File: src/hdl/cst_pkg.sv
package cst_pkg;

  localparam int OffsetBitsDef   = 20;
  localparam int CounterBitsDef  = 16;
  localparam int KeywordCharsDef = 8;
  localparam int TypeBits        = 6;
  localparam int MaxTokens       = 3;

  typedef enum logic [3:0] {
    M_IDLE, M_HOLD, M_IDENT, M_ZERO, M_NUMBER, M_ADDR,
    M_STR, M_STR_ESC, M_LINE, M_BLOCK, M_BLOCK_STAR
  } mode_e;

  typedef enum logic [TypeBits-1:0] {
    TK_EOF, TK_EQ_EQ, TK_EQ, TK_NE, TK_NOT, TK_LE, TK_LT, TK_GE, TK_GT,
    TK_AND_AND, TK_OR_OR, TK_INC, TK_PLUS, TK_DEC, TK_MINUS, TK_STAR,
    TK_DIV, TK_MOD, TK_SEMI, TK_COMMA, TK_DOT, TK_COLON, TK_QUEST,
    TK_LPAREN, TK_RPAREN, TK_LBRACE, TK_RBRACE, TK_LBRACK, TK_RBRACK,
    TK_UNKNOWN, TK_IDENT, TK_NUMBER, TK_STRING, TK_ADDR,
    KW_CONTRACT, KW_FUNCTION, KW_RETURN, KW_IF, KW_ELSE, KW_WHILE, KW_FOR,
    KW_VAR, KW_CONST, KW_PUBLIC, KW_PRIVATE, KW_VIEW, KW_PURE, KW_PAYABLE,
    KW_UINT8, KW_UINT16, KW_UINT32, KW_UINT64, KW_UINT256, KW_INT8,
    KW_INT16, KW_INT32, KW_INT64, KW_INT256, KW_BOOL, KW_ADDRESS,
    KW_BYTES, KW_STRING, TK_BOOL_LIT
  } tok_e;

  typedef struct packed {
    logic       has_pair;
    logic [7:0] pair;
    tok_e       two;
    tok_e       one;
  } held_t;

  function automatic logic is_letter(input logic [7:0] c);
    return (c >= "a" && c <= "z") || (c >= "A" && c <= "Z");
  endfunction

  function automatic logic is_digit(input logic [7:0] c);
    return c >= "0" && c <= "9";
  endfunction

  function automatic logic is_hex(input logic [7:0] c);
    return is_digit(c) || (c >= "a" && c <= "f") || (c >= "A" && c <= "F");
  endfunction

  function automatic logic is_op_start(input logic [7:0] c);
    return c == "=" || c == "!" || c == "<" || c == ">" || c == "&" ||
           c == "|" || c == "+" || c == "-" || c == "/";
  endfunction

  function automatic tok_e single_type(input logic [7:0] c);
    tok_e t;
    t = TK_UNKNOWN;
    if (c == "*") t = TK_STAR;
    if (c == "%") t = TK_MOD;
    if (c == ";") t = TK_SEMI;
    if (c == ",") t = TK_COMMA;
    if (c == ".") t = TK_DOT;
    if (c == ":") t = TK_COLON;
    if (c == "?") t = TK_QUEST;
    if (c == "(") t = TK_LPAREN;
    if (c == ")") t = TK_RPAREN;
    if (c == "{") t = TK_LBRACE;
    if (c == "}") t = TK_RBRACE;
    if (c == "[") t = TK_LBRACK;
    if (c == "]") t = TK_RBRACK;
    return t;
  endfunction

  function automatic held_t held_kinds(input logic [7:0] h);
    held_t k;
    k = '{has_pair: 1'b0, pair: 8'h00, two: TK_UNKNOWN, one: TK_UNKNOWN};
    if (h == "=") k = '{1'b1, 8'("="), TK_EQ_EQ, TK_EQ};
    if (h == "!") k = '{1'b1, 8'("="), TK_NE, TK_NOT};
    if (h == "<") k = '{1'b1, 8'("="), TK_LE, TK_LT};
    if (h == ">") k = '{1'b1, 8'("="), TK_GE, TK_GT};
    if (h == "&") k = '{1'b1, 8'("&"), TK_AND_AND, TK_UNKNOWN};
    if (h == "|") k = '{1'b1, 8'("|"), TK_OR_OR, TK_UNKNOWN};
    if (h == "+") k = '{1'b1, 8'("+"), TK_INC, TK_PLUS};
    if (h == "-") k = '{1'b1, 8'("-"), TK_DEC, TK_MINUS};
    if (h == "/") k = '{1'b0, 8'h00, TK_DIV, TK_DIV};
    return k;
  endfunction

  // w holds the first eight chars, first char in the top byte
  function automatic tok_e kw_lookup(input logic [63:0] w, input logic [3:0] len);
    tok_e t;
    t = TK_IDENT;
    unique case (len)
      4'd2: if (w[63:48] == "if") t = KW_IF;
      4'd3: begin
        if (w[63:40] == "for") t = KW_FOR;
        if (w[63:40] == "var") t = KW_VAR;
      end
      4'd4: begin
        if (w[63:32] == "else") t = KW_ELSE;
        if (w[63:32] == "view") t = KW_VIEW;
        if (w[63:32] == "pure") t = KW_PURE;
        if (w[63:32] == "int8") t = KW_INT8;
        if (w[63:32] == "bool") t = KW_BOOL;
        if (w[63:32] == "true") t = TK_BOOL_LIT;
      end
      4'd5: begin
        if (w[63:24] == "while") t = KW_WHILE;
        if (w[63:24] == "const") t = KW_CONST;
        if (w[63:24] == "uint8") t = KW_UINT8;
        if (w[63:24] == "int16") t = KW_INT16;
        if (w[63:24] == "int32") t = KW_INT32;
        if (w[63:24] == "int64") t = KW_INT64;
        if (w[63:24] == "bytes") t = KW_BYTES;
        if (w[63:24] == "false") t = TK_BOOL_LIT;
      end
      4'd6: begin
        if (w[63:16] == "return") t = KW_RETURN;
        if (w[63:16] == "public") t = KW_PUBLIC;
        if (w[63:16] == "uint16") t = KW_UINT16;
        if (w[63:16] == "uint32") t = KW_UINT32;
        if (w[63:16] == "uint64") t = KW_UINT64;
        if (w[63:16] == "int256") t = KW_INT256;
        if (w[63:16] == "string") t = KW_STRING;
      end
      4'd7: begin
        if (w[63:8] == "private") t = KW_PRIVATE;
        if (w[63:8] == "payable") t = KW_PAYABLE;
        if (w[63:8] == "uint256") t = KW_UINT256;
        if (w[63:8] == "address") t = KW_ADDRESS;
      end
      4'd8: begin
        if (w == "contract") t = KW_CONTRACT;
        if (w == "function") t = KW_FUNCTION;
      end
      default: t = TK_IDENT;
    endcase
    return t;
  endfunction

endpackage

File: src/hdl/cst_front.sv
module cst_front #(
  parameter int OffsetBits   = cst_pkg::OffsetBitsDef,
  parameter int CounterBits  = cst_pkg::CounterBitsDef,
  parameter int KeywordChars = cst_pkg::KeywordCharsDef
) (
  input  logic                                    clk_i,
  input  logic                                    rst_ni,
  input  logic                                    in_valid_i,
  output logic                                    in_ready_o,
  input  logic [7:0]                              char_code_i,
  input  logic                                    end_of_source_i,
  input  logic                                    q_ready_i,
  output logic                                    push_o,
  output logic [1:0]                              cnt_o,
  output logic [cst_pkg::MaxTokens-1:0][cst_pkg::TypeBits-1:0] tt_o,
  output logic [cst_pkg::MaxTokens-1:0][CounterBits-1:0]       ln_o,
  output logic [cst_pkg::MaxTokens-1:0][CounterBits-1:0]       col_o,
  output logic [cst_pkg::MaxTokens-1:0][OffsetBits-1:0]        off_o,
  output logic [cst_pkg::MaxTokens-1:0][CounterBits-1:0]       len_o
);
  import cst_pkg::*;

  localparam int KIdxBits = $clog2(KeywordChars);

  typedef struct packed {
    logic                   v;
    tok_e                   t;
    logic [CounterBits-1:0] ln;
    logic [CounterBits-1:0] col;
    logic [OffsetBits-1:0]  off;
    logic [CounterBits-1:0] len;
  } slot_t;

  mode_e                  mode_q, mode_d;
  logic [7:0]             held_q, held_d;
  logic                   cr_q, cr_d;
  logic [OffsetBits-1:0]  src_q, src_d;
  logic [CounterBits-1:0] line_q, line_d, col_q, col_d, scol_q, scol_d;
  logic [CounterBits-1:0] tlen_q, tlen_d;
  logic [OffsetBits-1:0]  soff_q, soff_d;
  logic [7:0]             kb_q [KeywordChars];
  logic [7:0]             kb_d [KeywordChars];
  logic                   accept;
  slot_t                  sl [4];
  logic [2:0]             k;

  function automatic logic [CounterBits-1:0] sat(input logic [CounterBits-1:0] v);
    return (&v) ? v : v + 1'b1;
  endfunction

  function automatic logic [OffsetBits-1:0] sat_off(input logic [OffsetBits-1:0] v);
    return (&v) ? v : v + 1'b1;
  endfunction

  function automatic tok_e ident_type(input logic [7:0] b [KeywordChars],
                                      input logic [CounterBits-1:0] len);
    logic [63:0] w;
    logic [3:0]  l4;
    for (int i = 0; i < 8; i++) w[63-8*i -: 8] = b[i];
    l4 = (len > CounterBits'(8)) ? 4'hF : len[3:0];
    return kw_lookup(w, l4);
  endfunction

  function automatic slot_t mk(input tok_e t, input logic [CounterBits-1:0] ln,
                               input logic [CounterBits-1:0] col,
                               input logic [OffsetBits-1:0] off,
                               input logic [CounterBits-1:0] len);
    return '{v: 1'b1, t: t, ln: ln, col: col, off: off, len: len};
  endfunction

  assign in_ready_o = q_ready_i;
  assign accept     = in_valid_i && q_ready_i;

  always_comb begin
    logic [7:0] c;
    logic       fin, do_idle, body;
    held_t      hk;
    c       = char_code_i;
    fin     = end_of_source_i;
    do_idle = 1'b0;
    body    = 1'b0;
    mode_d  = mode_q;
    held_d  = held_q;
    cr_d    = 1'b0;
    line_d  = line_q;
    col_d   = col_q;
    scol_d  = scol_q;
    soff_d  = soff_q;
    tlen_d  = tlen_q;
    kb_d    = kb_q;
    hk      = held_kinds(held_q);
    for (int i = 0; i < 4; i++) sl[i] = '0;

    unique case (mode_q)
      M_HOLD: begin
        if (held_q == "/" && c == "/") begin
          mode_d = M_LINE;
        end else if (held_q == "/" && c == "*") begin
          mode_d = M_BLOCK;
        end else if (hk.has_pair && c == hk.pair) begin
          col_d  = sat(sat(col_d));
          sl[0]  = mk(hk.two, line_d, sat(scol_d), soff_d, CounterBits'(2));
          mode_d = M_IDLE;
        end else begin
          col_d   = sat(col_d);
          sl[0]   = mk(hk.one, line_d, scol_d, soff_d, CounterBits'(1));
          mode_d  = M_IDLE;
          do_idle = 1'b1;
        end
      end
      M_IDENT: begin
        if (is_letter(c) || is_digit(c) || c == "_") begin
          if (tlen_d < CounterBits'(KeywordChars)) kb_d[tlen_d[KIdxBits-1:0]] = c;
          col_d  = sat(col_d);
          tlen_d = sat(tlen_d);
        end else begin
          sl[0]   = mk(ident_type(kb_q, tlen_d), line_d, scol_d, soff_d, tlen_d);
          mode_d  = M_IDLE;
          do_idle = 1'b1;
        end
      end
      M_ZERO: begin
        if (c == "x" || is_digit(c)) begin
          col_d  = sat(col_d);
          tlen_d = sat(tlen_d);
          mode_d = (c == "x") ? M_ADDR : M_NUMBER;
        end else begin
          sl[0]   = mk(TK_NUMBER, line_d, scol_d, soff_d, tlen_d);
          mode_d  = M_IDLE;
          do_idle = 1'b1;
        end
      end
      M_NUMBER, M_ADDR: begin
        if ((mode_q == M_NUMBER) ? is_digit(c) : is_hex(c)) begin
          col_d  = sat(col_d);
          tlen_d = sat(tlen_d);
        end else begin
          sl[0]   = mk((mode_q == M_ADDR) ? TK_ADDR : TK_NUMBER, line_d, scol_d,
                       soff_d, tlen_d);
          mode_d  = M_IDLE;
          do_idle = 1'b1;
        end
      end
      M_STR: begin
        if (c == "\"") begin
          col_d  = sat(col_d);
          sl[0]  = mk(TK_STRING, line_d, scol_d, soff_d, tlen_d);
          mode_d = M_IDLE;
        end else begin
          col_d  = sat(col_d);
          tlen_d = sat(tlen_d);
          if (c == "\\") mode_d = M_STR_ESC;
        end
      end
      M_STR_ESC: begin
        col_d  = sat(col_d);
        tlen_d = sat(tlen_d);
        mode_d = M_STR;
      end
      M_LINE: begin
        if (c == "\n") begin
          line_d = sat(line_d);
          col_d  = CounterBits'(1);
          mode_d = M_IDLE;
        end
      end
      M_BLOCK_STAR: begin
        if (c == "/") begin
          mode_d = M_IDLE;
        end else begin
          col_d = sat(col_d);
          body  = 1'b1;
        end
      end
      M_BLOCK: body = 1'b1;
      default: do_idle = !(cr_q && c == "\n");
    endcase

    // block comment body byte
    if (body) begin
      if (fin) begin
        do_idle = 1'b1;
      end else if (c == "*") begin
        mode_d = M_BLOCK_STAR;
      end else if (c == "\n") begin
        line_d = sat(line_d);
        col_d  = CounterBits'(1);
        mode_d = M_BLOCK;
      end else begin
        col_d  = sat(col_d);
        mode_d = M_BLOCK;
      end
    end

    // byte between tokens
    if (do_idle) begin
      mode_d = M_IDLE;
      if (c == " " || c == "\t") begin
        col_d = sat(col_d);
      end else if (c == "\n" || c == "\r") begin
        line_d = sat(line_d);
        col_d  = CounterBits'(1);
        cr_d   = (c == "\r");
      end else if (is_letter(c) || c == "_") begin
        soff_d   = src_q;
        scol_d   = col_d;
        kb_d[0]  = c;
        col_d    = sat(col_d);
        tlen_d   = CounterBits'(1);
        mode_d   = M_IDENT;
      end else if (is_digit(c)) begin
        soff_d = src_q;
        scol_d = col_d;
        col_d  = sat(col_d);
        tlen_d = CounterBits'(1);
        mode_d = (c == "0") ? M_ZERO : M_NUMBER;
      end else if (c == "\"") begin
        scol_d = col_d;
        soff_d = sat_off(src_q);
        tlen_d = '0;
        col_d  = sat(col_d);
        mode_d = M_STR;
      end else if (is_op_start(c)) begin
        soff_d = src_q;
        scol_d = col_d;
        tlen_d = '0;
        held_d = c;
        mode_d = M_HOLD;
      end else begin
        soff_d = src_q;
        scol_d = col_d;
        tlen_d = '0;
        col_d  = sat(col_d);
        sl[1]  = mk(single_type(c), line_d, scol_d, soff_d, CounterBits'(1));
      end
    end

    src_d = sat_off(src_q);

    // final byte: close open token, report end, back to reset state
    if (fin) begin
      hk = held_kinds(held_d);
      unique case (mode_d)
        M_HOLD: begin
          col_d = sat(col_d);
          sl[2] = mk(hk.one, line_d, scol_d, soff_d, CounterBits'(1));
        end
        M_IDENT:
          sl[2] = mk(ident_type(kb_d, tlen_d), line_d, scol_d, soff_d, tlen_d);
        M_ZERO, M_NUMBER:
          sl[2] = mk(TK_NUMBER, line_d, scol_d, soff_d, tlen_d);
        M_ADDR:
          sl[2] = mk(TK_ADDR, line_d, scol_d, soff_d, tlen_d);
        M_STR, M_STR_ESC:
          sl[2] = mk(TK_STRING, line_d, (scol_d != '0) ? scol_d - 1'b1 : scol_d,
                     soff_d, tlen_d);
        default: sl[2] = '0;
      endcase
      sl[3]  = mk(TK_EOF, line_d, col_d, src_d, '0);
      mode_d = M_IDLE;
      held_d = '0;
      cr_d   = 1'b0;
      src_d  = '0;
      line_d = CounterBits'(1);
      col_d  = CounterBits'(1);
      soff_d = '0;
      scol_d = '0;
      tlen_d = '0;
    end
  end

  // pack up to three tokens in order, later ones dropped
  always_comb begin
    k     = '0;
    tt_o  = '0;
    ln_o  = '0;
    col_o = '0;
    off_o = '0;
    len_o = '0;
    for (int i = 0; i < 4; i++) begin
      if (sl[i].v && k < 3'd3) begin
        tt_o[k[1:0]]  = sl[i].t;
        ln_o[k[1:0]]  = sl[i].ln;
        col_o[k[1:0]] = sl[i].col;
        off_o[k[1:0]] = sl[i].off;
        len_o[k[1:0]] = sl[i].len;
        k = k + 3'd1;
      end
    end
  end

  assign cnt_o  = k[1:0];
  assign push_o = accept && (k != 3'd0);

  always_ff @(posedge clk_i or negedge rst_ni) begin
    if (!rst_ni) begin
      mode_q <= M_IDLE;
      held_q <= '0;
      cr_q   <= 1'b0;
      src_q  <= '0;
      line_q <= CounterBits'(1);
      col_q  <= CounterBits'(1);
      soff_q <= '0;
      scol_q <= '0;
      tlen_q <= '0;
    end else if (accept) begin
      mode_q <= mode_d;
      held_q <= held_d;
      cr_q   <= cr_d;
      src_q  <= src_d;
      line_q <= line_d;
      col_q  <= col_d;
      soff_q <= soff_d;
      scol_q <= scol_d;
      tlen_q <= tlen_d;
    end
  end

  always_ff @(posedge clk_i) begin
    if (accept) kb_q <= kb_d;
  end

endmodule

File: src/hdl/cst_back.sv
module cst_back #(
  parameter int OffsetBits  = cst_pkg::OffsetBitsDef,
  parameter int CounterBits = cst_pkg::CounterBitsDef
) (
  input  logic                                    clk_i,
  input  logic                                    rst_ni,
  output logic                                    q_ready_o,
  input  logic                                    push_i,
  input  logic [1:0]                              cnt_i,
  input  logic [cst_pkg::MaxTokens-1:0][cst_pkg::TypeBits-1:0] tt_i,
  input  logic [cst_pkg::MaxTokens-1:0][CounterBits-1:0]       ln_i,
  input  logic [cst_pkg::MaxTokens-1:0][CounterBits-1:0]       col_i,
  input  logic [cst_pkg::MaxTokens-1:0][OffsetBits-1:0]        off_i,
  input  logic [cst_pkg::MaxTokens-1:0][CounterBits-1:0]       len_i,
  output logic                                    out_valid_o,
  input  logic                                    out_ready_i,
  output logic [cst_pkg::TypeBits-1:0]            token_type_o,
  output logic [CounterBits-1:0]                  token_line_o,
  output logic [CounterBits-1:0]                  token_column_o,
  output logic [OffsetBits-1:0]                   token_offset_o,
  output logic [CounterBits-1:0]                  token_length_o,
  output logic                                    last_of_run_o
);
  import cst_pkg::*;

  typedef struct packed {
    logic [1:0]                               cnt;
    logic [MaxTokens-1:0][TypeBits-1:0]       tt;
    logic [MaxTokens-1:0][CounterBits-1:0]    ln;
    logic [MaxTokens-1:0][CounterBits-1:0]    col;
    logic [MaxTokens-1:0][OffsetBits-1:0]     off;
    logic [MaxTokens-1:0][CounterBits-1:0]    len;
  } ent_t;

  ent_t       q_mem [2];
  ent_t       head;
  logic       wr_q, rd_q;
  logic [1:0] fill_q, fill_d;
  logic [1:0] idx_q;
  logic       ov_q, load, last, pop;

  assign q_ready_o = (fill_q != 2'd2);
  assign head      = q_mem[rd_q];
  assign load      = (fill_q != 2'd0) && (!ov_q || out_ready_i);
  assign last      = (idx_q == head.cnt - 2'd1);
  assign pop       = load && last;
  assign fill_d    = fill_q + {1'b0, push_i} - {1'b0, pop};

  always_ff @(posedge clk_i) begin
    if (push_i) q_mem[wr_q] <= '{cnt_i, tt_i, ln_i, col_i, off_i, len_i};
  end

  always_ff @(posedge clk_i or negedge rst_ni) begin
    if (!rst_ni) begin
      wr_q   <= 1'b0;
      rd_q   <= 1'b0;
      fill_q <= '0;
      idx_q  <= '0;
      ov_q   <= 1'b0;
    end else begin
      fill_q <= fill_d;
      if (push_i) wr_q <= !wr_q;
      if (pop) rd_q <= !rd_q;
      if (load) idx_q <= last ? 2'd0 : idx_q + 2'd1;
      if (load) ov_q <= 1'b1;
      else if (out_ready_i) ov_q <= 1'b0;
    end
  end

  always_ff @(posedge clk_i) begin
    if (load) begin
      token_type_o   <= head.tt[idx_q];
      token_line_o   <= head.ln[idx_q];
      token_column_o <= head.col[idx_q];
      token_offset_o <= head.off[idx_q];
      token_length_o <= head.len[idx_q];
      last_of_run_o  <= last;
    end
  end

  assign out_valid_o = ov_q;

endmodule

File: src/hdl/contract_source_tokenizer.sv
// contract source tokenizer
// input channel: one source byte per word (char_code_i) with end_of_source_i
// set on the final byte; accepted when in_valid_i and in_ready_o are high
// output channel: one token per word (type, line, column, offset, length);
// last_of_run_o marks the last token caused by one input byte
// a byte yields zero to three tokens; after the final byte any open token is
// closed, an eof token follows and the lexer returns to its reset state
// the first token of a byte is written into the queue at the accepting edge
// and is then loaded into the output register
// throughput: one byte per cycle while in_ready_o is high; the output side
// moves one token per cycle while out_ready_i is high; the tokens of a byte are
// absorbed by a two-entry queue between lexer and output before in_ready_o drops
// receiver stall: the output word holds, the queue fills, then in_ready_o
// falls; no token is lost or repeated
// reset: asynchronous, active low; line and column restart at one, offsets
// at zero, queue and output register empty
module contract_source_tokenizer #(
  parameter int OffsetBits   = cst_pkg::OffsetBitsDef,
  parameter int CounterBits  = cst_pkg::CounterBitsDef,
  parameter int KeywordChars = cst_pkg::KeywordCharsDef
) (
  input  logic                         clk_i,
  input  logic                         rst_ni,
  input  logic                         in_valid_i,
  output logic                         in_ready_o,
  input  logic [7:0]                   char_code_i,
  input  logic                         end_of_source_i,
  output logic                         out_valid_o,
  input  logic                         out_ready_i,
  output logic [cst_pkg::TypeBits-1:0] token_type_o,
  output logic [CounterBits-1:0]       token_line_o,
  output logic [CounterBits-1:0]       token_column_o,
  output logic [OffsetBits-1:0]        token_offset_o,
  output logic [CounterBits-1:0]       token_length_o,
  output logic                         last_of_run_o
);
  import cst_pkg::*;

  // bundle of up to three tokens from the lexer into the queue
  logic                                   q_ready, push;
  logic [1:0]                             cnt;
  logic [MaxTokens-1:0][TypeBits-1:0]     tt;
  logic [MaxTokens-1:0][CounterBits-1:0]  ln, col, len;
  logic [MaxTokens-1:0][OffsetBits-1:0]   off;

  cst_front #(
    .OffsetBits  (OffsetBits),
    .CounterBits (CounterBits),
    .KeywordChars(KeywordChars)
  ) u_front (
    .clk_i,
    .rst_ni,
    .in_valid_i,
    .in_ready_o,
    .char_code_i,
    .end_of_source_i,
    .q_ready_i(q_ready),
    .push_o   (push),
    .cnt_o    (cnt),
    .tt_o     (tt),
    .ln_o     (ln),
    .col_o    (col),
    .off_o    (off),
    .len_o    (len)
  );

  cst_back #(
    .OffsetBits (OffsetBits),
    .CounterBits(CounterBits)
  ) u_back (
    .clk_i,
    .rst_ni,
    .q_ready_o(q_ready),
    .push_i   (push),
    .cnt_i    (cnt),
    .tt_i     (tt),
    .ln_i     (ln),
    .col_i    (col),
    .off_i    (off),
    .len_i    (len),
    .out_valid_o,
    .out_ready_i,
    .token_type_o,
    .token_line_o,
    .token_column_o,
    .token_offset_o,
    .token_length_o,
    .last_of_run_o
  );

`ifndef ASSERT_OFF
  // eof always closes the run of its byte and carries no text
  a_eof_last: assert property (@(posedge clk_i) disable iff (!rst_ni)
    out_valid_o && token_type_o == TK_EOF |-> last_of_run_o && token_length_o == '0)
    else $error("eof word not last or not empty");

  // line numbers start at one and never wrap to zero
  a_line_nonzero: assert property (@(posedge clk_i) disable iff (!rst_ni)
    out_valid_o |-> token_line_o != '0)
    else $error("token line is zero");

  // a lexer bundle is only pushed while the queue has room
  a_push_room: assert property (@(posedge clk_i) disable iff (!rst_ni)
    push |-> q_ready && cnt != 2'd0)
    else $error("push into full queue or empty bundle");
`endif

endmodule

File: config.mk
export PLATFORM = sky130hd
export DESIGN_NAME = contract_source_tokenizer
export DESIGN_NICKNAME = d
export VERILOG_FILES = /design/src/hdl/cst_pkg.sv /design/src/hdl/cst_front.sv /design/src/hdl/cst_back.sv /design/src/hdl/contract_source_tokenizer.sv
export SDC_FILE = /design/constraint.sdc
export NUM_CORES = 2
export LEC_CHECK = 0
export BUFFER_PORTS_ARGS = -buffer_cell sky130_fd_sc_hd__buf_2
export CAP_MARGIN = 10
export CORE_ASPECT_RATIO = 0.75
export CORE_UTILIZATION = 35
export DETAILED_ROUTE_END_ITERATION = 10
export PLACE_DENSITY = 0.63
export SLEW_MARGIN = 15
export SYNTH_ARGS = -nofsm -noshare
export SYNTH_HDL_FRONTEND = slang
export SYNTH_SLANG_ARGS = --single-unit
export TNS_END_PERCENT = 30
File: constraint.sdc
create_clock -name clk_i -period 17.29 [get_ports clk_i]
set_input_delay 3.458 -clock clk_i [delete_from_list [all_inputs] [get_ports clk_i]]
set_output_delay 3.458 -clock clk_i [all_outputs]
set_load 0.02 [all_outputs]
After elaboration in Yosys (flattened, before gate mapping)
Memory sizes are Yosys's and may differ from the RTL's.
Cells that the tools add are included.

storage, ports and cells
  bits in writable memories = 448
  flip-flop bits (word level) = 263
  word-level logic and storage cells = 586
  input bits = 13
  output and inout port bits = 77
  memories = 1

memories
  memory        depth  width  rd ports  clocked after memory_dff  wr ports  line            source
  u_back.q_mem  2      224    1         0                         1         cst_back.sv:35  ent_t q_mem [2];

operators by class
  muxes and demuxes = 309
  equality and inequality tests = 143
  bitwise operators = 1
  add/sub/neg operators = 19
  $lt $le $gt $ge = 23
  reductions and logical operators = 62

operator list
  kind                                                                count
  16-bit two-way mux                                                  64
  75-bit two-way mux                                                  13
  75-bit one-hot mux with 5 select lines                              2
  48-bit by 47-bit == test with 1-bit output (second input constant)  14
  40-bit by 39-bit == test with 1-bit output (second input constant)  16
  56-bit by 55-bit == test with 1-bit output (second input constant)  8
  6-bit two-way mux                                                   74
  48-bit bitwise mux                                                  9
  48-bit two-way mux                                                  9
  32-bit by 31-bit == test with 1-bit output (second input constant)  12
  8-bit by 6-bit == test with 1-bit output (second input constant)    36
  20-bit two-way mux                                                  14
  64-bit by 63-bit == test with 1-bit output (second input constant)  4
  64-bit two-way mux                                                  3
  21-bit two-way mux                                                  9
  60-bit bitwise mux                                                  3
  60-bit two-way mux                                                  3
  16-bit by 1-bit adder with 16-bit output (second input constant)    10
  16-bit AND reduction                                                10
  150-bit two-way mux                                                 1
  20-bit demux with 2-bit select                                      3
  16-bit one-hot mux with 7 select lines                              1
  8-bit two-way mux                                                   13
  16-bit binary-select mux with 2-bit select                          3
  other kinds (62)                                                    223

Logic depth before layout (Yosys ltp)
  depth in word-level cells = 44
  gate-level depth with buffers = 36
  gate-level depth less buffers = 33

Cells and area by module
A second synthesis with hierarchy kept.

unflattened totals
  cells, all modules = 4,365
  area total of the unflattened synthesis = 43,266.5 µm²

by module, submodules not included
  module     sequential area each (µm²)  cells each  area an instance (µm²)  times used
  cst_front  4,852.2                     3,442       23,578.9                1
  cst_back   15,880.2                    923         19,687.6                1

Worst setup path before layout
Ideal clock, no wire load.

  kind = input -> register
  start point = input char_code_i[2]
  end point = memory u_back.q_mem[0][0] (netlist bit), enable pin
  required time = 16,476 ps
  setup time = 814 ps
  arrival time = 19,005 ps
  slack = -2,529 ps
  stages on the path = 23
  buffers on the path = 5
  path through = clkbuf_1 > or4b_1 > o31ai_1 > a221oi_1 > o221ai_1 > a21bo_2 > buf_2 > a211oi_1 > a2111oi_0 > clkbuf_1 > buf_1 > clkbuf_1 > nand3_1 > ha_1 > a211oi_1 > inv_1 > fa_1 > inv_1 > ha_1 > nand2_1 > o21ai_0 > o21ai_0 > nor2_1

on the way
  word-level cells in the longest chain between the ends = 29
  elaborated cells between the ends (all ways) = 131
  those cells by class = add/sub (3); order compare (11); eq/ne (27); mux (56); reduce/logical (34)

RTL lines
  what                                                                                                     line                             source
  start: declaration                                                                                       contract_source_tokenizer.sv:26  input logic [7:0] char_code_i,
  parallel branches: the longest is 21 deep, another holds 8-bit by 6-bit >= comparator with 1-bit output  --
  3-bit two-way mux *                                                                                      cst_front.sv:281                 if (sl[i].v && k < 3'd3) begin
  3-bit by 2-bit < comparator with 1-bit output                                                            cst_front.sv:281
  1-bit logical AND                                                                                        cst_front.sv:281
  3-bit two-way mux *                                                                                      cst_front.sv:281
  net cnt[1]                                                                                               contract_source_tokenizer.sv:41  logic [1:0] cnt;
  3-bit nonzero test *                                                                                     cst_front.sv:293                 assign push_o = accept && (k != 3'd0);
  1-bit logical AND *                                                                                      cst_front.sv:293
  1-bit two-way mux *                                                                                      cst_back.sv:50                   if (push_i) q_mem[wr_q] <= '{cnt_i, tt_i, ln_i, col_i, off_i, len_i};
  1-bit two-way mux (not written as such) *                                                                cst_back.sv:50
  end: declaration                                                                                         cst_back.sv:35

Mark *: on every way through the listed nets, which the timed path passes.

==> reports/metrics.yaml <==
outcome:
  status: "completed"
min_path:
  min_from: "u_back.fill_q[0]"
  min_path_type: "flop to flop"
power:
  seq_power_share_pct: 39.7
  powerDensity_nw_per_um2: 144.5
  comb_power_share_pct: 35.0
  p_sw_mw: 2.646
  peakVddDrop_v: 0.0001164
  cellLeakagePower_nw: 16.13
  clkPwrFrac_pct: 25.3
  p_int_mw: 4.248
  netSwitchingFraction_pct: 38.38
place:
  dp_slack_ns: 4.517
  post-dp-hpwl_um: 104900
  dpl.cell_count: 5831
  gp_congestion: 1.050
  place.port_buffers: 89
  dpl-instance-area_sq_um: 45010
grt:
  grt_util_all_layers_pct: 23.64
  antenna_found_initial: 3
  grt_max_degree: 145
  grt_pass1_wl_um: 223400
  grt_pass1_vias: 33970
  overflow: 0
yosys:
  yosysMostFrequentCell: "edfxtp_1"
  synth_flop_cell: "edfxtp_1"
  synthCells: 4336
  postSynth.asyncResetShare_pct: 17.44
  syn-num-nets: 4373
  yosysUniqueCellTypes: 104
  synth-edff-count: 587
  yosysTopAreaCellShare_pct: 41.00
  synth_commonest_cells: "edfxtp_1, nand2_1, nor2_1"
  seq_area_frac_synth_pct: 48.23
  avgSynthCellArea_sq_um: 9.914
  netlist_area_sq_um: 42990
  yosysWarnings: 0
  ys_top_cells_by_area: "edfxtp_1, dfrtp_1, nand2_1"
  synth_area_leader_cell: "edfxtp_1"
  synth-seq-cells: 711
clocking:
  tritoncts: "done"
  cts_buffers: 80
  htree_num_levels: 3
  cts_setup_buffers: 0
  cts-root-buf: "clkbuf_16"
  cts.clk_slew.worst_paths_ns: 0.06
  ctsHoldBuffers: 0
  cts.repair.resized: 0
  worst_skew_pair.late_latency_ns: 0.70
  cts_buffer_depth: 3
  clock_sinks: 711
worst_setup_path:
  startpoint: "char_code_i[3]"
  crit_type: "primary input to flop"
  cp_data_required_time_ns: 17.67
  critPathMaxFanout: 37
  r2r-start: "u_front.col_q[0]"
  startpoint_type: "primary input"
  end_kind: "flop"
  rrSetupSlack_ns: 5.52
  arrival_ns: 12.89
floorplan:
  die_w_um: 406.7
  die_area_sq_um: 124200
  std_cell_rows: 110
  core_sq_um: 120800
  dieHeight_um: 305.5
  io_pins: 90
  initial_core_util_pct: 35.57
route:
  vias: 37080
  viasPerCell: 6.199
  ant_nets: 0
  dr.first_iter.drc_count: 5647
  drc: 0
  routedWlPerCell_um: 25.04
  drtPass1Iterations: 8
  wl_um: 149800
timing:
  rsz0062_at_grt: "no"
  period_share_pct: 72.38
  setup_viol: 0
  finalHoldViolCount: 0
  max_freq_mhz: 79.91
  worst_slew_pin_slew_ns: 1.226
  fin_ws_ns: 4.776
  drv_slew: 0
  fin_crit_ns: 12.51
  skew_ns: 0.02668
  max_slew_margin_pct: 17.66
job:
  maxCapViolCount: 0
final_layout:
  post-route-util_pct: 39.47
  n_fill_cell: 11839
  stdcell_count: 5982
  drive_gt1_share_pct: 11.57
  area_growth_pct: 10.96
  ff_latch_area_sq_um: 20740
  fin_nets: 4326
  multi_input_area_sq_um: 20690
  final_area_sq_um: 47700
## final cells by class
class / count / share of cell area [%]
Sequential cell: 711 / 43.49
Multi-Input combinational cell: 3189 / 43.37
Clock buffer: 105 / 4.540
Tap cell: 1624 / 4.260
Timing Repair Buffer: 157 / 2.070
Inverter: 150 / 1.186
Clock inverter: 45 / 1.083
Antenna cell: 1 / 0.005246
## state kept, by name, summed over array words and instances, names as in the netlist, 2 cells and up
register and cells:
u_front.scol_q 16, u_back.token_length_o 16, u_back.q_mem 448, u_front.src_q 20, u_front.mode_q 4, u_front.soff_q 20, u_front.held_q 8, u_back.token_line_o 16
u_front.line_q 16, u_front.tlen_q 16, u_back.token_offset_o 20, u_front.col_q 16, u_back.idx_q 2, u_back.token_column_o 16, u_back.token_type_o 6, u_front.kb_q 64
u_back.fill_q 2
## layer usage
metal,part of all wire [%],global-route usage [%]
met5,0,0
met4,2.0,4.695
met3,11,5.697
met2,40,32.27
met1,46,37.20
## critical path, stage by stage
cell and delay (ns):
buf_2 0.07, buf_4 0.38, nor4bb_1 0.66, nand2_1 0.57
a21oi_1 0.92, nand4_1 0.53, a211o_1 0.43, o22ai_1 0.37
nor3_1 0.19, nor2b_1 0.26, a31oi_2 0.52, a22o_1 0.24
a21oi_1 0.12, inv_1 0.13, ha_1 0.20, and2_1 0.16
and4_1 0.22, o21ai_1 0.31, nor4_4 0.69, nor2_1 0.17
mux2i_1 0.43, ha_1 0.33, a21bo_2 0.30, nor4b_4 0.46
a21oi_1 0.24, mux2i_1 0.34, a21oi_1 0.14
## final timing paths
check / end / cells past startpoint
hold / removal: u_back.out_valid_o / 2
min in group asynchronous: u_front.col_q[12] / 1
hold reg to reg: u_back.out_valid_o / 2
setup / recovery: u_back.q_mem[0][125] / 27
max in group asynchronous: u_back.rd_q / 2
setup reg to reg: u_back.q_mem[0][125] / 30
## logic make-up (layout without fill, tap and decap cells)
| kind of cell | after synthesis | in the layout | share of synthesized area (%) |
|---|---|---|---|
| buffers and inverters | 436 | 457 | 3.874 |
| and+or+nand+nor | 1704 | 1704 | 20.01 |
| adders and majority gates | 26 | 26 | 0.7626 |
| other | 0 | 1 | 0 |
| AOI/OAI and AO/OA | 1096 | 1096 | 16.69 |
| muxes | 259 | 259 | 8.315 |
| xor gates and xnor gates | 104 | 104 | 2.119 |
| DFF | 711 | 711 | 48.23 |
## placed cells by master, fill, tap and decap left out, types with 40 or more instances in the layout
master / netlist / routed
nand4_1: 74 / 74
or3_1: 49 / 49
buf_4: 0 / 66
mux4_2: 74 / 74
nor4_1: 69 / 67
and2_1: 46 / 45
o21ai_0: 287 / 286
a31oi_1: 44 / 44
clkbuf_16: 0 / 80
mux2i_1: 140 / 140
edfxtp_1: 587 / 587
nor3_1: 123 / 122
buf_2: 22 / 88
o22ai_1: 127 / 127
nand2b_1: 49 / 47
dfrtp_1: 122 / 119
inv_1: 149 / 147
nor2_1: 339 / 332
nand3_1: 191 / 190
a22o_1: 46 / 46
xor2_1: 40 / 40
mux2_2: 45 / 45
o31ai_1: 40 / 40
a21oi_1: 196 / 196
xnor2_1: 64 / 64
nor2b_1: 46 / 46
and3_1: 46 / 46
nand2_1: 499 / 495
## per-stage QoR
stage	TNS, ns	power [mW]	hold WS, ns
floorplan	-1132.77	4.390	0.4495
global placement	0	5.121	0.4891
detailed placement	0	5.148	0.4914
CTS	0	6.897	0.5106
global route	0	7.210	0.5409
finish	0	6.894	0.5157
## power by group through the flow
stage               registers (mW)  clock network (mW)  logic, mW
floorplan                     2.84                   0       1.55
global placement              2.76                   0       2.36
detailed placement            2.77                   0       2.38
CTS                           2.74                1.77       2.39
global route                  2.78                1.84       2.59
finish                        2.74                1.74       2.41
(Power assumes the default switching activity.)
